===== src/hw/rtl/lcd4_pkg.sv =====
package lcd4_pkg;

    localparam int WAIT_W = 14;

    localparam logic [WAIT_W-1:0] T_POWERUP     = WAIT_W'(15000);
    localparam logic [WAIT_W-1:0] T_INIT_GAP    = WAIT_W'(5000);
    localparam logic [WAIT_W-1:0] T_NIBBLE_HOLD = WAIT_W'(100);
    localparam logic [WAIT_W-1:0] T_SHORT       = WAIT_W'(40);
    localparam logic [WAIT_W-1:0] T_LONG        = WAIT_W'(2000);

    localparam logic [1:0] CMD_NONE    = 2'd0;
    localparam logic [1:0] CMD_COMMAND = 2'd1;
    localparam logic [1:0] CMD_DATA    = 2'd2;
    localparam logic [1:0] CMD_POWERUP = 2'd3;

    localparam logic [7:0] CLR_BYTE  = 8'h01;
    localparam logic [7:0] HOME_BYTE = 8'h02;

    localparam logic [3:0] NIB_WAKE  = 4'h3;
    localparam logic [3:0] NIB_4BIT  = 4'h2;

    localparam logic [3:0] STEP_NONE      = 4'd0;
    localparam logic [3:0] STEP_FIRST     = 4'd1;
    localparam logic [3:0] STEP_LAST_WAKE = 4'd3;
    localparam logic [3:0] STEP_NIB_LAST  = 4'd4;
    localparam logic [3:0] STEP_CMD_FIRST = 4'd5;
    localparam logic [3:0] STEP_CMD_NEXT  = 4'd8;

    typedef enum logic [2:0] {
        PH_IDLE     = 3'd0,
        PH_PWRWAIT  = 3'd1,
        PH_STROBE   = 3'd2,
        PH_HOLD     = 3'd3,
        PH_POSTWAIT = 3'd4
    } phase_t;

    typedef struct packed {
        logic [1:0] cmd;
        logic [7:0] value;
    } req_t;

    typedef struct packed {
        logic       register_select;
        logic       enable;
        logic [3:0] data_nibble;
        logic       busy_res;
        logic       rejected;
    } res_t;

    typedef struct packed {
        phase_t            phase;
        logic [WAIT_W-1:0] wait_left;
        logic [7:0]        pending_byte;
        logic              pending_select;
        logic [3:0]        init_step;
        logic              second_half;
        logic [3:0]        bus_nibble;
    } st_t;

    function automatic logic [7:0] init_cmd(input logic [2:0] idx);
        logic [7:0] c;
        case (idx)
            3'd0:    c = 8'h28;
            3'd1:    c = 8'h08;
            3'd2:    c = 8'h01;
            3'd3:    c = 8'h06;
            default: c = 8'h0C;
        endcase
        return c;
    endfunction

endpackage


===== src/hw/rtl/lcd4_step.sv =====
module lcd4_step (
    input  lcd4_pkg::st_t  cur,
    input  lcd4_pkg::req_t req,
    output lcd4_pkg::st_t  nxt,
    output lcd4_pkg::res_t res
);
    import lcd4_pkg::*;

    always_comb
    begin
        st_t               s;
        logic              en;
        logic              rej;
        logic              longw;
        logic [WAIT_W-1:0] w;
        logic [3:0]        idx4;

        s     = cur;
        en    = 1'b0;
        rej   = 1'b0;
        longw = 1'b0;
        w     = '0;
        idx4  = '0;

        if (req.cmd != CMD_NONE)
        begin
            if (cur.phase != PH_IDLE)
            begin
                rej = 1'b1;
            end
            else if (req.cmd == CMD_POWERUP)
            begin
                s.init_step      = STEP_FIRST;
                s.pending_select = 1'b0;
                s.second_half    = 1'b0;
                s.wait_left      = T_POWERUP;
                s.phase          = PH_PWRWAIT;
            end
            else
            begin
                s.init_step      = STEP_NONE;
                s.pending_byte   = req.value;
                s.pending_select = (req.cmd == CMD_DATA);
                s.second_half    = 1'b0;
                s.phase          = PH_STROBE;
            end
        end

        case (s.phase)
            PH_STROBE:
            begin
                if (s.init_step >= STEP_FIRST && s.init_step <= STEP_NIB_LAST)
                    s.bus_nibble = (s.init_step == STEP_NIB_LAST) ? NIB_4BIT : NIB_WAKE;
                else if (s.second_half)
                    s.bus_nibble = s.pending_byte[3:0];
                else
                    s.bus_nibble = s.pending_byte[7:4];
                en          = 1'b1;
                s.phase     = PH_HOLD;
                s.wait_left = T_NIBBLE_HOLD;
            end
            PH_HOLD, PH_POSTWAIT, PH_PWRWAIT:
            begin
                w = (s.wait_left != '0) ? s.wait_left - WAIT_W'(1) : '0;
                s.wait_left = w;
                if (w == '0)
                begin
                    if (s.phase == PH_HOLD)
                    begin
                        if (s.init_step >= STEP_FIRST && s.init_step <= STEP_NIB_LAST)
                        begin
                            s.phase     = PH_POSTWAIT;
                            s.wait_left = T_INIT_GAP;
                        end
                        else if (!s.second_half)
                        begin
                            s.second_half = 1'b1;
                            s.phase       = PH_STROBE;
                        end
                        else
                        begin
                            longw = !s.pending_select &&
                                    (s.pending_byte == CLR_BYTE || s.pending_byte == HOME_BYTE);
                            s.phase     = PH_POSTWAIT;
                            s.wait_left = longw ? T_LONG : T_SHORT;
                        end
                    end
                    else if (s.phase == PH_POSTWAIT)
                    begin
                        if (s.init_step >= STEP_FIRST && s.init_step <= STEP_LAST_WAKE)
                        begin
                            s.init_step = s.init_step + 4'd1;
                            s.phase     = PH_STROBE;
                        end
                        else if (s.init_step >= STEP_NIB_LAST && s.init_step <= STEP_CMD_NEXT)
                        begin
                            s.init_step      = s.init_step + 4'd1;
                            idx4             = s.init_step - STEP_CMD_FIRST;
                            s.pending_byte   = init_cmd((idx4 > 4'd4) ? 3'd4 : idx4[2:0]);
                            s.pending_select = 1'b0;
                            s.second_half    = 1'b0;
                            s.phase          = PH_STROBE;
                        end
                        else
                        begin
                            s.init_step = STEP_NONE;
                            s.phase     = PH_IDLE;
                        end
                    end
                    else
                    begin
                        s.phase = PH_STROBE;
                    end
                end
            end
            default:
            begin
                s.phase = PH_IDLE;
            end
        endcase

        nxt                 = s;
        res.register_select = s.pending_select;
        res.enable          = en;
        res.data_nibble     = s.bus_nibble;
        res.busy_res        = (s.phase != PH_IDLE);
        res.rejected        = rej;
    end

endmodule


===== src/hw/rtl/char_lcd_4bit_write_sequencer.sv =====
// channel | signals                      | payload
// --------+------------------------------+--------------------------------------------
// request | req_valid, req_ready, req    | cmd, value
// result  | res_valid, res_ready, res    | register_select, enable, data_nibble,
//         |                              | busy_res, rejected
//
// One request per clock while req_ready is high; its result is registered and appears the next cycle.
// The state update and result come from one combinational pass over the state registers.
// req_ready is high whenever the result register is empty or being taken this cycle.
// A stalled result holds req_ready low; the sequencer state only advances on an accepted request.
// rst_n (async, active low) clears the sequencer to idle and empties the result register.
module char_lcd_4bit_write_sequencer (
    input  logic           clk,
    input  logic           rst_n,
    input  logic           req_valid,
    output logic           req_ready,
    input  lcd4_pkg::req_t req,
    output logic           res_valid,
    input  logic           res_ready,
    output lcd4_pkg::res_t res
);
    import lcd4_pkg::*;

    st_t  st_reg;
    st_t  st_next;
    res_t res_reg;
    res_t res_next;
    logic res_valid_reg;
    logic accept;

    assign req_ready = !res_valid_reg || res_ready;
    assign accept    = req_valid && req_ready;

    lcd4_step u_step (
        .cur (st_reg),
        .req (req),
        .nxt (st_next),
        .res (res_next)
    );

    always_ff @(posedge clk or negedge rst_n)
    begin
        if (!rst_n)
        begin
            st_reg.phase          <= PH_IDLE;
            st_reg.wait_left      <= '0;
            st_reg.pending_byte   <= '0;
            st_reg.pending_select <= 1'b0;
            st_reg.init_step      <= '0;
            st_reg.second_half    <= 1'b0;
            st_reg.bus_nibble     <= '0;
            res_valid_reg         <= 1'b0;
        end
        else
        begin
            if (accept)
            begin
                st_reg <= st_next;
            end
            if (accept)
                res_valid_reg <= 1'b1;
            else if (res_ready)
                res_valid_reg <= 1'b0;
        end
    end

    always_ff @(posedge clk)
    begin
        if (accept)
        begin
            res_reg <= res_next;
        end
    end

    assign res_valid = res_valid_reg;
    assign res       = res_reg;

    a_strobe_busy: assert property (@(posedge clk) disable iff (!rst_n)
        res_valid_reg && res_reg.enable |-> res_reg.busy_res)
        else $error("enable strobe reported while idle");

    a_reject: assert property (@(posedge clk) disable iff (!rst_n)
        accept && req.cmd != CMD_NONE && st_reg.phase != PH_IDLE |=> res_reg.rejected)
        else $error("request while busy not rejected");

    a_hold_state: assert property (@(posedge clk) disable iff (!rst_n)
        !accept |=> $stable(st_reg))
        else $error("state moved without an accepted request");

    a_idle_step: assert property (@(posedge clk) disable iff (!rst_n)
        st_reg.phase == PH_IDLE |-> st_reg.init_step == STEP_NONE)
        else $error("power-up step left over in idle");

    a_wait_range: assert property (@(posedge clk) disable iff (!rst_n)
        st_reg.wait_left <= T_POWERUP)
        else $error("wait counter out of range");

endmodule

===== config.mk =====
export PLATFORM = sky130hd
export DESIGN_NAME = char_lcd_4bit_write_sequencer
export DESIGN_NICKNAME = d
export VERILOG_FILES = /design/src/hw/rtl/lcd4_pkg.sv /design/src/hw/rtl/lcd4_step.sv /design/src/hw/rtl/char_lcd_4bit_write_sequencer.sv
export SDC_FILE = /design/constraint.sdc
export NUM_CORES = 1
export LEC_CHECK = 0
export ABC_AREA = 1
export BUFFER_PORTS_ARGS = -buffer_cell sky130_fd_sc_hd__buf_2
export CAP_MARGIN = 20
export CELL_PAD_IN_SITES_DETAIL_PLACEMENT = 2
export CELL_PAD_IN_SITES_GLOBAL_PLACEMENT = 2
export CORE_UTILIZATION = 35
export CTS_CLUSTER_SIZE = 40
export DETAILED_ROUTE_END_ITERATION = 10
export PLACE_DENSITY = 0.87
export SLEW_MARGIN = 20
export SYNTH_ARGS = -nofsm -noshare
export SYNTH_HDL_FRONTEND = slang
export SYNTH_HIERARCHICAL = 1
export SYNTH_SLANG_ARGS = --single-unit

===== constraint.sdc =====
create_clock -name clk -period 4.1 [get_ports clk]
set_input_delay 0.205 -clock clk [delete_from_list [all_inputs] [get_ports clk]]
set_output_delay 0.205 -clock clk [all_outputs]
set_load 0.05 [all_outputs]

Word-level counts from Yosys, hierarchy flattened
Index checks and enable logic that the tools add are counted.
{"block": "classes", "n_addsub": 3, "order_cmp": 6, "eq_ne": 12, "mux": 40, "reduce_logical": 17}
{"cell": "$mux 31", "n": 3}
{"cell": "$mux 14", "n": 6}
{"cell": "$pmux 14 s2", "n": 1}
{"cell": "$pmux 6 s4", "n": 1}
{"cell": "$mux 4", "n": 5}
{"cell": "$mux 9", "n": 2}
{"cell": "$mux 17", "n": 1}
{"cell": "$logic_not 14->1", "n": 1}
{"cell": "$reduce_bool 14->1", "n": 1}
{"cell": "$sub 14x1->14 const B", "n": 1}
{"cell": "$mux 13", "n": 1}
{"cell": "$eq 3x2->1 const B", "n": 4}
{"cell": "$mux 3", "n": 4}
{"cell": "$mux 11", "n": 1}
{"cell": "$mux 1", "n": 9}
{"cell": "$eq 8x1->1 const B", "n": 1}
{"cell": "$eq 8x2->1 const B", "n": 1}
{"cell": "$mux 8", "n": 1}
{"cell": "$eq 3x1->1 const B", "n": 2}
{"cell": "$mux 2", "n": 3}
{"cell": "$mux 6", "n": 1}
{"cell": "$pmux 3 s2", "n": 1}
{"cell": "$reduce_bool 3->1", "n": 2}
{"cell": "$logic_and 1x1->1", "n": 5}
{"cell": "other kinds (16)", "n": 20}
{"block": "totals", "ff_bits": 44, "in_bits": 14, "word_cells": 91}

Longest topological paths before layout
Gate-level depths: netlist of the first run.
{"block": "depth", "word_depth": 17, "depth_mapped": 24, "mapped_depth_nobuf": 22}

Cells and area by module
Netlist of the first run, hierarchy kept.
{"module": "lcd4_step", "instances": 1, "cells_each": 446, "area_each_um2": 2280.9, "seq_area_each_um2": 0.0}
{"module": "char_lcd_4bit_write_sequencer", "instances": 1, "cells_each": 165, "area_each_um2": 1849.3, "seq_area_each_um2": 1141.1}

Least setup slack after synthesis of the first run
OpenSTA, ideal clock, no wires.
{"block": "synth_timing", "kind": "reg2reg", "from": "register st_reg[33] in the netlist's numbering", "to": "register res_reg, in the netlist res[7], data pin", "arrival_time_ns": 2.687, "slack_ns": 1.162, "stages_incl_launch_ff": 20, "synth_period_minus_slack_ns": 2.938, "cell_sequence": "dfrtp_1 -> nor2_2 -> nand3_2 -> buf_6 -> buf_2 -> nand2_1 -> ha_1 -> inv_1 -> nor2_1 -> nand3_1 -> nor2_1 -> nand3_4 -> buf_6 -> nand3_2 -> nand2_1 -> nor2_1 -> nand2_2 -> nor3_4 -> nor2_1 -> buf_4"}
{"element": "start: declaration", "line_no": "char_lcd_4bit_write_sequencer.sv:24", "rtl": "st_t st_reg;"}
{"element": "start signal: assignment", "line_no": "char_lcd_4bit_write_sequencer.sv:58", "rtl": "st_reg <= st_next;"}
{"element": "end signal: assignment", "line_no": "char_lcd_4bit_write_sequencer.sv:71", "rtl": "res_reg <= res_next;"}
{"element": "end: declaration", "line_no": "char_lcd_4bit_write_sequencer.sv:26", "rtl": "res_t res_reg;"}

==> results of run 1 <==
routing by layer:
layer	global-route usage [%]	share of wire, %	vias to the layer above
li1	-	-	1976
met1	29.1	42	2106
met2	47.3	53	52
met3	3.73	2.4	29
met4	10.6	2.9	0
met5	0	0	-
logic make-up after synthesis:
kind of cell	synth area share [%]
AOI/OAI and AO/OA	8.51
buffers and inverters	13.4
and+or+nand+nor	46.5
adders and majority gates	3.33
xor gates and xnor gates	0.636
DFF	27.6
Yosys cell counts (all sizes together) (2+ instances only):
cell	number	area, um^2
buf	26	263
nand3b	6	57.6
o22ai	2	12.5
edfxtp	8	240
o21ai	39	218
dfrtp	36	901
nand3	94	608
nand2	231	902
nor3	5	47.5
inv	74	278
a21oi	5	25.0
nand4	13	81.3
o211ai	4	30.0
o31ai	3	22.5
xor2	3	26.3
ha	11	138
clkbuf	2	7.51
nor2	42	219
area by class of cell:
cell class              instances  area share (%)
multi-input cells             464            55.8
flip-flops and latches         44            26.1
inverters                      75            6.45
well taps                     143            4.10
repair buffers                 29            3.67
clock buffers                   5            2.87
clock inverters                 3           0.974
path summary, 6_finish.rpt:
path	from	to	slack (ns)
worst max-delay path	st_reg[33]$_DFFE_PN0P_	st_reg[5]$_DFFE_PN0P_	0.35
worst min-delay path	rst_n	st_reg[31]$_DFFE_PN0P_	0.05
worst max register to register	st_reg[33]$_DFFE_PN0P_	st_reg[5]$_DFFE_PN0P_	0.35
worst min register to register	st_reg[31]$_DFFE_PN0P_	st_reg[31]$_DFFE_PN0P_	0.48
max in group asynchronous	rst_n	st_reg[8]$_DFFE_PN0P_	3.47
min in group clk	req[9]	res[0]$_DFFE_PP_	0.31
through the flow:
| step | cell area, um^2 | total power (uW) |
|---|---|---|
| after floorplan | 4130 | 2550 |
| after global placement | 4200 | 3020 |
| after detailed placement | 4200 | 3180 |
| after CTS | 4370 | 3700 |
| after global routing | 4370 | 3990 |
| final | 4370 | 3680 |
placed cells by master, fill, tap and decap left out, types with 6 or more instances in the layout:
cell type and count:
nand4_1 13, nor2_1 31, buf_4 6, nand3_1 68, buf_2 23, ha_1 11
dfrtp_1 36, edfxtp_1 8, nand3_2 25, inv_1 72, nand2_1 223, nor2_2 6
o21ai_0 30
where the power goes:
group	switching, uW	internal [uW]
Clock	190	287
Combinational	1750	712
Sequential	114	626
==> flow_summary.html, run 1 <==
<table>
<tr><th>Metric</th><th>Value</th></tr>
<tr><th colspan="2">GRT</th></tr>
<tr><td>GRT Overall Usage</td><td>25.6%</td></tr>
<tr><td>Initial antenna violation count</td><td>0</td></tr>
<tr><td>GRT Residual Overflow</td><td>0</td></tr>
<tr><td>Number of global-route vias before repair</td><td>4652</td></tr>
<tr><td>Global-route wire length before repair</td><td>24.8 mm</td></tr>
<tr><td>Largest net degree at the start of global routing</td><td>39</td></tr>
<tr><th colspan="2">Floorplanning</th></tr>
<tr><td>Area of the core region</td><td>11500 um^2</td></tr>
<tr><td>Effective utilization at floorplan</td><td>36.0%</td></tr>
<tr><td>Total I/O pin count</td><td>24</td></tr>
<tr><td>Die Y-Extent</td><td>111 um</td></tr>
<tr><td>Number of rows created at floorplan</td><td>39</td></tr>
<tr><td>Die area</td><td>12200 um^2</td></tr>
<tr><td>Width of the chip</td><td>111 um</td></tr>
<tr><th colspan="2">Synthesis</th></tr>
<tr><td>Count of flip-flops with a built-in enable after synthesis</td><td>8</td></tr>
<tr><td>Cell area after synthesis</td><td>4130 um^2</td></tr>
<tr><td>Share of synthesized registers carrying an async set or reset</td><td>81.8%</td></tr>
<tr><td>Dominant register cell in the synthesized netlist</td><td>dfrtp_1</td></tr>
<tr><td>Count of yosys warnings during synthesis</td><td>6</td></tr>
<tr><td>Flip-flop and latch count after synthesis</td><td>44</td></tr>
<tr><td>Fraction of the yosys area taken by sequential cells</td><td>27.6%</td></tr>
<tr><td>Post-Syn Area per Cell</td><td>6.76 um^2</td></tr>
<tr><td>Synth Instances</td><td>611</td></tr>
<tr><td>Net count after synthesis</td><td>636</td></tr>
<tr><td>Number of different library cells in the post-synthesis netlist</td><td>43</td></tr>
<tr><th colspan="2">STA</th></tr>
<tr><td># setup viols final</td><td>0</td></tr>
<tr><td>Worst hold margin</td><td>0.0455 ns</td></tr>
<tr><td>Worst Tran Pin Value</td><td>0.933 ns</td></tr>
<tr><td>Post-route clock period utilization</td><td>91.4%</td></tr>
<tr><td>Worst-case setup margin in the final layout</td><td>0.353 ns</td></tr>
<tr><td>Clock Skews</td><td>0.00752 ns</td></tr>
<tr><td>Max-Slew Margin vs Limit</td><td>37.8%</td></tr>
<tr><td>RSZ-0062 raised after global routing</td><td>no</td></tr>
<tr><td>Max Fclk</td><td>267 MHz</td></tr>
<tr><td>Sum Neg Setup Slack</td><td>0 ns</td></tr>
<tr><td>Final Hold Fails</td><td>0</td></tr>
<tr><td>Pins over their slew limit</td><td>0</td></tr>
<tr><td>Post-route minimum period</td><td>3.75 ns</td></tr>
<tr><th colspan="2">Layout</th></tr>
<tr><td>Number of flip-flops in the largest register</td><td>35</td></tr>
<tr><td>Number of non-filler instances in the completed layout</td><td>763</td></tr>
<tr><td>Number of antenna diodes</td><td>0</td></tr>
<tr><td>Multi-input combinational cell area</td><td>2440 um^2</td></tr>
<tr><td>Layout Utilization</td><td>38.1%</td></tr>
<tr><td>Area Growth Syn to Fin</td><td>5.73%</td></tr>
<tr><td>Register area</td><td>1140 um^2</td></tr>
<tr><td>Filler cells</td><td>1414</td></tr>
<tr><td>Share of post-route cells with drive strength above 1</td><td>14.7%</td></tr>
<tr><td>Nets</td><td>644</td></tr>
<tr><th colspan="2">Critical path</th></tr>
<tr><td>Crit path required time</td><td>4.33 ns</td></tr>
<tr><td>Crit-path slowest cell</td><td>dfrtp_1</td></tr>
<tr><td>Nature of the critical path endpoint</td><td>flop</td></tr>
<tr><td>CP arrival</td><td>3.98 ns</td></tr>
<tr><td>WP depth</td><td>20</td></tr>
<tr><td>Cell-by-cell listing of the critical path</td><td>nor2_2 &gt; nand3_2 &gt; nand2_1 &gt; ha_1 &gt; inv_1 &gt; nor2_1 &gt; nand3_1 &gt; nor2_1 &gt; nand3_4 &gt; nand2_1 &gt; nand2_1 &gt; nor2_1 &gt; nand2_1 &gt; nor2_2 &gt; nand2_2 &gt; nor2_4 &gt; nand2_1 &gt; o21ai_0 &gt; nand3_2 &gt; nand2_1</td></tr>
<tr><td>Critical path launch point type</td><td>flop</td></tr>
<tr><td>Dominant cell type by count on the critical path</td><td>nand2_1</td></tr>
<tr><td>Largest driver fanout on the critical path</td><td>18</td></tr>
<tr><td>Depth of the worst register-to-register path</td><td>20</td></tr>
<tr><td>Slowest cell delay on critical path</td><td>0.43 ns</td></tr>
<tr><td>Buffers and inverters on the worst path</td><td>1</td></tr>
<tr><td>Setup Crit Path Kind</td><td>flop to flop</td></tr>
<tr><td>CP delay by family, top</td><td>simple AND/OR/NAND/NOR gates</td></tr>
<tr><th colspan="2">Drt</th></tr>
<tr><td>Drt initial violations</td><td>109</td></tr>
<tr><td>Avg WL per Cell</td><td>19.5 um</td></tr>
<tr><td>Number of vias in the routed layout</td><td>4163</td></tr>
<tr><td>Via density per instance</td><td>5.46</td></tr>
<tr><td>Number of detailed-routing iterations run before antenna repair</td><td>4</td></tr>
<tr><td>Detailed Route WL</td><td>14.9 mm</td></tr>
<tr><td>Detailed-route DRC error count</td><td>0</td></tr>
<tr><td>Routed Antenna Nets</td><td>0</td></tr>
<tr><th colspan="2">Clock network</th></tr>
<tr><td>Maximum count of clock buffers along a single path</td><td>2</td></tr>
<tr><td>Clock root buffer</td><td>clkbuf_16</td></tr>
<tr><td>Clock sinks</td><td>44</td></tr>
<tr><td>Worst-Skew Late Latency</td><td>0.30 ns</td></tr>
<tr><td>Hold_buf cts</td><td>0</td></tr>
<tr><td>Quantity of gates resized following cts</td><td>0</td></tr>
<tr><td>TritonCTS clock tree</td><td>yes</td></tr>
<tr><td>Post-CTS Repair Setup Buffers</td><td>0</td></tr>
<tr><td>Clock slew seen by the registers of the worst setup and hold paths</td><td>0.07 ns</td></tr>
<tr><td>Num CTS Buffers</td><td>5</td></tr>
<tr><td>Clock H-tree levels</td><td>2</td></tr>
<tr><th colspan="2">Placed design</th></tr>
<tr><td>RD Place Congestion</td><td>0.840</td></tr>
<tr><td>Count of buffers from port buffering</td><td>23</td></tr>
<tr><td>Placed instance count</td><td>755</td></tr>
<tr><td>Dpl ws</td><td>0.400 ns</td></tr>
<tr><td>Estimated wirelength of the detail-placed design</td><td>11.0 mm</td></tr>
<tr><th colspan="2">Min path</th></tr>
<tr><td>Kind of path behind the tightest hold check</td><td>input port to async pin</td></tr>
<tr><th colspan="2">Power</th></tr>
<tr><td>Worst voltage drop across the vdd grid</td><td>0.354 mV</td></tr>
<tr><td>Static leakage</td><td>0.00237 uW</td></tr>
<tr><td>Cell Pwr Density</td><td>842 nW/um^2</td></tr>
<tr><th colspan="2">Status</th></tr>
<tr><td>Status</td><td>finished clean</td></tr>
<tr><th colspan="2">Flow run</th></tr>
<tr><td>Number of maximum-capacitance constraint violations</td><td>0</td></tr>
</table>
Power figures use the tool's default switching activity.
==> run 2: changes to the inputs <==
--- a/config.mk
+++ b/config.mk
@@ -10,12 +10,11 @@
 export CAP_MARGIN = 20
 export CELL_PAD_IN_SITES_DETAIL_PLACEMENT = 2
 export CELL_PAD_IN_SITES_GLOBAL_PLACEMENT = 2
-export CORE_UTILIZATION = 35
+export CORE_UTILIZATION = 34
 export CTS_CLUSTER_SIZE = 40
 export DETAILED_ROUTE_END_ITERATION = 10
-export PLACE_DENSITY = 0.87
+export PLACE_DENSITY = 0.86
 export SLEW_MARGIN = 20
 export SYNTH_ARGS = -nofsm -noshare
 export SYNTH_HDL_FRONTEND = slang
-export SYNTH_HIERARCHICAL = 1
 export SYNTH_SLANG_ARGS = --single-unit
==> run 2 against run 1 <==
The run now ends with hold timing left. Critical path depth down 1. Utilization up 0.98 points. First-iteration DRC count up 39%. Fmax up 0.60%. Global-route usage down 0.20 points. Sequential cell count unchanged. Sequential share of layout area up 1.9 points. Wire length down 11%. Via count down 8.1%. Area after synthesis down 10%. Clock skew up 0.0058 ns. Clock power down 21%. Critical path type unchanged.
==> flow_summary.html, run 2 <==
<table>
<tr><th>Metric</th><th>Value</th></tr>
<tr><th colspan="2">Clock network</th></tr>
<tr><td>Quantity of gates resized following cts</td><td>0 (unchanged)</td></tr>
<tr><td>TritonCTS clock tree</td><td>yes (unchanged)</td></tr>
<tr><td>Maximum count of clock buffers along a single path</td><td>2 (unchanged)</td></tr>
<tr><td>Num CTS Buffers</td><td>5 (unchanged)</td></tr>
<tr><td>Clock sinks</td><td>44 (unchanged)</td></tr>
<tr><td>Worst-Skew Late Latency</td><td>0.33 ns (was 0.30 ns)</td></tr>
<tr><td>Hold_buf cts</td><td>0 (unchanged)</td></tr>
<tr><td>Clock root buffer</td><td>clkbuf_8 (was clkbuf_16)</td></tr>
<tr><td>Clock slew seen by the registers of the worst setup and hold paths</td><td>0.11 ns (was 0.07 ns)</td></tr>
<tr><td>Clock H-tree levels</td><td>2 (unchanged)</td></tr>
<tr><th colspan="2">STA</th></tr>
<tr><td>Max Fclk</td><td>268 MHz (was 267 MHz)</td></tr>
<tr><td>Max-Slew Margin vs Limit</td><td>38.0% (was 37.8%)</td></tr>
<tr><td>Worst hold margin</td><td>-0.000678 ns (was 0.0455 ns)</td></tr>
<tr><td>Post-route clock period utilization</td><td>90.8% (was 91.4%)</td></tr>
<tr><td>Final Hold Fails</td><td>1 (was 0)</td></tr>
<tr><td>Worst Tran Pin Value</td><td>0.930 ns (was 0.933 ns)</td></tr>
<tr><td>Pins over their slew limit</td><td>0 (unchanged)</td></tr>
<tr><td># setup viols final</td><td>0 (unchanged)</td></tr>
<tr><td>RSZ-0062 raised after global routing</td><td>no (unchanged)</td></tr>
<tr><td>Post-route minimum period</td><td>3.72 ns (was 3.75 ns)</td></tr>
<tr><td>Sum Neg Setup Slack</td><td>0 ns (unchanged)</td></tr>
<tr><td>Clock Skews</td><td>0.0133 ns (was 0.00752 ns)</td></tr>
<tr><th colspan="2">Synthesis</th></tr>
<tr><td>Fraction of the yosys area taken by sequential cells</td><td>30.8% (was 27.6%)</td></tr>
<tr><td>Most frequent cell after synthesis</td><td>nand2_1 (unchanged)</td></tr>
<tr><td>Proportion of netlist area held by the largest area contributor</td><td>24.3% (was 21.8%)</td></tr>
<tr><td>Cell area after synthesis</td><td>3700 um^2 (was 4130 um^2)</td></tr>
<tr><td>Count of flip-flops with a built-in enable after synthesis</td><td>8 (unchanged)</td></tr>
<tr><td>Yosys top cell by area</td><td>dfrtp_1 (unchanged)</td></tr>
<tr><td>Post-synth top cells</td><td>nand2_1, inv_1, nor2_1 (was nand2_1, inv_1, nand3_1)</td></tr>
<tr><td>Share of synthesized registers carrying an async set or reset</td><td>81.8% (unchanged)</td></tr>
<tr><td>Post-Syn Area per Cell</td><td>6.57 um^2 (was 6.76 um^2)</td></tr>
<tr><td>Ranking of synthesized cells by area</td><td>dfrtp_1, nand2_1, inv_1 (was dfrtp_1, nand2_1, nand3_1)</td></tr>
<tr><td>Flip-flop and latch count after synthesis</td><td>44 (unchanged)</td></tr>
<tr><td>Number of different library cells in the post-synthesis netlist</td><td>38 (was 43)</td></tr>
<tr><td>Synth Instances</td><td>563 (was 611)</td></tr>
<tr><td>Count of yosys warnings during synthesis</td><td>0 (was 6)</td></tr>
<tr><td>Dominant register cell in the synthesized netlist</td><td>dfrtp_1 (unchanged)</td></tr>
<tr><td>Net count after synthesis</td><td>587 (was 636)</td></tr>
<tr><th colspan="2">Floorplanning</th></tr>
<tr><td>Effective utilization at floorplan</td><td>35.5% (was 36.0%)</td></tr>
<tr><td>Total I/O pin count</td><td>24 (unchanged)</td></tr>
<tr><td>Number of rows created at floorplan</td><td>37 (was 39)</td></tr>
<tr><td>Width of the chip</td><td>106 um (was 111 um)</td></tr>
<tr><td>Die Y-Extent</td><td>106 um (was 111 um)</td></tr>
<tr><td>Die area</td><td>11300 um^2 (was 12200 um^2)</td></tr>
<tr><td>Area of the core region</td><td>10400 um^2 (was 11500 um^2)</td></tr>
<tr><th colspan="2">Critical path</th></tr>
<tr><td>Setup slack, reg-to-reg</td><td>0.38 ns (was 0.35 ns)</td></tr>
<tr><td>Depth of the worst register-to-register path</td><td>19 (was 20)</td></tr>
<tr><td>Crit path required time</td><td>4.18 ns (was 4.33 ns)</td></tr>
<tr><td>CP arrival</td><td>3.81 ns (was 3.98 ns)</td></tr>
<tr><td>Critical path launch point type</td><td>flop (unchanged)</td></tr>
<tr><td>Nature of the critical path endpoint</td><td>flop (unchanged)</td></tr>
<tr><td>Slowest cell delay on critical path</td><td>0.46 ns (was 0.43 ns)</td></tr>
<tr><td>Cell-by-cell listing of the critical path</td><td>nor2_4 &gt; nand3_4 &gt; inv_2 &gt; nor2_1 &gt; inv_2 &gt; ha_1 &gt; inv_1 &gt; nor2_1 &gt; nand3_1 &gt; nor2_4 &gt; nand4_4 &gt; nand3_1 &gt; nand2_1 &gt; nor2_2 &gt; nand2_2 &gt; nor2_4 &gt; o21ai_1 &gt; nand3_1 &gt; nand3b_1 (was nor2_2 &gt; nand3_2 &gt; nand2_1 &gt; ha_1 &gt; inv_1 &gt; nor2_1 &gt; nand3_1 &gt; nor2_1 &gt; nand3_4 &gt; nand2_1 &gt; nand2_1 &gt; nor2_1 &gt; nand2_1 &gt; nor2_2 &gt; nand2_2 &gt; nor2_4 &gt; nand2_1 &gt; o21ai_0 &gt; nand3_2 &gt; nand2_1)</td></tr>
<tr><td>Largest driver fanout on the critical path</td><td>21 (was 18)</td></tr>
<tr><td>Startpoint of the most critical register-to-register path</td><td>st_reg[33]$_DFFE_PN0P_ (unchanged)</td></tr>
<tr><td>Setup Crit Path Kind</td><td>flop to flop (unchanged)</td></tr>
<tr><td>R2R Path End</td><td>res[1]$_DFFE_PP_ (was st_reg[5]$_DFFE_PN0P_)</td></tr>
<tr><td>Crit-path slowest cell</td><td>dfrtp_1 (unchanged)</td></tr>
<tr><th colspan="2">Layout</th></tr>
<tr><td>Number of antenna diodes</td><td>0 (unchanged)</td></tr>
<tr><td>Area Growth Syn to Fin</td><td>9.94% (was 5.73%)</td></tr>
<tr><td>Register area</td><td>1140 um^2 (unchanged)</td></tr>
<tr><td>Number of non-filler instances in the completed layout</td><td>722 (was 763)</td></tr>
<tr><td>Most common cell after layout, fill and taps aside</td><td>nand2_1 (unchanged)</td></tr>
<tr><td>Top library cells by usage in the layout, fill and taps aside</td><td>nand2_1, inv_1, nor2_1 (was nand2_1, inv_1, nand3_1)</td></tr>
<tr><td>Filler cells</td><td>1316 (was 1414)</td></tr>
<tr><td>Number of flip-flops in the largest register</td><td>35 (unchanged)</td></tr>
<tr><td>Share of post-route cells with drive strength above 1</td><td>15.2% (was 14.7%)</td></tr>
<tr><td>Multi-input combinational cell area</td><td>2140 um^2 (was 2440 um^2)</td></tr>
<tr><td>Nets</td><td>609 (was 644)</td></tr>
<tr><th colspan="2">Drt</th></tr>
<tr><td>Number of detailed-routing iterations run before antenna repair</td><td>4 (unchanged)</td></tr>
<tr><td>Detailed Route WL</td><td>13.3 mm (was 14.9 mm)</td></tr>
<tr><td>Drt initial violations</td><td>152 (was 109)</td></tr>
<tr><td>Detailed-route DRC error count</td><td>0 (unchanged)</td></tr>
<tr><td>Number of vias in the routed layout</td><td>3824 (was 4163)</td></tr>
<tr><td>Routed Antenna Nets</td><td>0 (unchanged)</td></tr>
<tr><td>Avg WL per Cell</td><td>18.4 um (was 19.5 um)</td></tr>
<tr><td>Via density per instance</td><td>5.30 (was 5.46)</td></tr>
<tr><th colspan="2">Min path</th></tr>
<tr><td>Kind of path behind the tightest hold check</td><td>input port to async pin (unchanged)</td></tr>
<tr><th colspan="2">Power</th></tr>
<tr><td>Worst voltage drop across the vdd grid</td><td>0.233 mV (was 0.354 mV)</td></tr>
<tr><td>Pwr Total</td><td>3120 uW (was 3680 uW)</td></tr>
<tr><td>Static leakage</td><td>0.00212 uW (was 0.00237 uW)</td></tr>
<tr><td>Cell Pwr Density</td><td>767 nW/um^2 (was 842 nW/um^2)</td></tr>
<tr><th colspan="2">Placed design</th></tr>
<tr><td>RD Place Congestion</td><td>0.849 (was 0.840)</td></tr>
<tr><td>Placed instance count</td><td>712 (was 755)</td></tr>
<tr><td>Count of buffers from port buffering</td><td>23 (unchanged)</td></tr>
<tr><td>Estimated wirelength of the detail-placed design</td><td>10.1 mm (was 11.0 mm)</td></tr>
<tr><th colspan="2">GRT</th></tr>
<tr><td>Number of global-route vias before repair</td><td>4213 (was 4652)</td></tr>
<tr><td>Met2 usage in global routing</td><td>44.9% (was 47.3%)</td></tr>
<tr><td>Global-route wire length before repair</td><td>22.3 mm (was 24.8 mm)</td></tr>
<tr><td>GR Layer Usage met3</td><td>3.07% (was 3.73%)</td></tr>
<tr><td>GRT Residual Overflow</td><td>0 (unchanged)</td></tr>
<tr><td>GRT Overall Usage</td><td>25.4% (was 25.6%)</td></tr>
<tr><td>Largest net degree at the start of global routing</td><td>38 (was 39)</td></tr>
<tr><td>Busiest metal layer after global routing</td><td>met2 (unchanged)</td></tr>
<tr><td>Global routing usage on met1</td><td>32.6% (was 29.1%)</td></tr>
<tr><td>Initial antenna violation count</td><td>0 (unchanged)</td></tr>
<tr><th colspan="2">Status</th></tr>
<tr><td>Status</td><td>finished, violations left (was finished clean)</td></tr>
<tr><td>Violations in the final reports</td><td>hold timing</td></tr>
<tr><th colspan="2">Flow run</th></tr>
<tr><td>Number of maximum-capacitance constraint violations</td><td>0 (unchanged)</td></tr>
</table>
==> run 2: cell types whose count changed in the layout (fill, tap and decap cells not counted), moves of 8 or more <==
cell,change
a21oi_1,+8
inv_1,+8
inv_2,+10
nand2_1,-47
nand3_1,-27
nand3_2,-19
nor2_1,+15
nor2_4,+8
o21ai_1,+11
==> run 2: worst max-delay path, delay by kind of cell (launching register included) <==
kind                       cells  cell delay (ns)
AOI/OAI and AO/OA              1             0.16
buffers and inverters          3             0.29
and+or+nand+nor               14             2.41
DFF                            1             0.46
adders and majority gates      1             0.14
==> run 2: repair_timing <==
| item | CTS | global route |
|---|---|---|
| buffers inserted | 0 | 2 |
| endpoints found under the setup margin | 0 | 2 |
| endpoints found under the hold margin | 0 | 0 |
==> run 2: area by class of cell <==
type,instances,area share (%)
clock buffers,5,1.69
clock inverters,3,1.14
inverters,92,8.49
multi-input cells,413,52.5
flip-flops and latches,44,28.0
well taps,136,4.18
repair buffers,29,3.94
==> run 2: power by group <==
group	switching [uW]	internal, uW
clock	194	184
sequential	115	635
combinational	1440	549
==> run 2: worst max path at each step <==
stage | from | end | slack (ns) | depth (start not counted)
4_1_cts | st_reg[33]$_DFFE_PN0P_ | res[1]$_DFFE_PP_ | 0.34 | 19
3_3_place_gp | st_reg[33]$_DFFE_PN0P_ | res[1]$_DFFE_PP_ | 0.68 | 19
5_1_grt | st_reg[33]$_DFFE_PN0P_ | st_reg[24]$_DFFE_PN0P_ | 0.0002 | 21
3_5_place_dp | st_reg[33]$_DFFE_PN0P_ | res[1]$_DFFE_PP_ | 0.38 | 19
2_1_floorplan | st_reg[33]$_DFFE_PN0P_ | res[1]$_DFFE_PP_ | 1.03 | 22
6_report | st_reg[33]$_DFFE_PN0P_ | res[1]$_DFFE_PP_ | 0.38 | 19
==> run 2: cells by family after synthesis <==
logic type	Yosys count	synth area share (%)
adders and majority gates	10	3.38
AOI/OAI and AO/OA	79	11.8
xor gates and xnor gates	4	0.947
DFF	44	30.8
buffers and inverters	106	11.4
and+or+nand+nor	320	41.6
==> run 2: per-stage QoR <==
stage | util [%] | setup WS, ns | instance area [um^2]
2_1_floorplan | - | 1.03 | 3700
3_5_place_dp | 37.8 | 0.381 | 3940
4_1_cts | 38.9 | 0.340 | 4050
6_report | 39.1 | 0.375 | 4070
5_1_grt | 39.1 | 0.000246 | 4070
3_3_place_gp | 37.8 | 0.681 | 3940
==> run 2: layer usage <==
metal / routed length [um] / vias up
li1: - / 1830
met1: 6180 / 1922
met2: 6550 / 58
met3: 374 / 14
met4: 201 / 0
met5: 0 / -
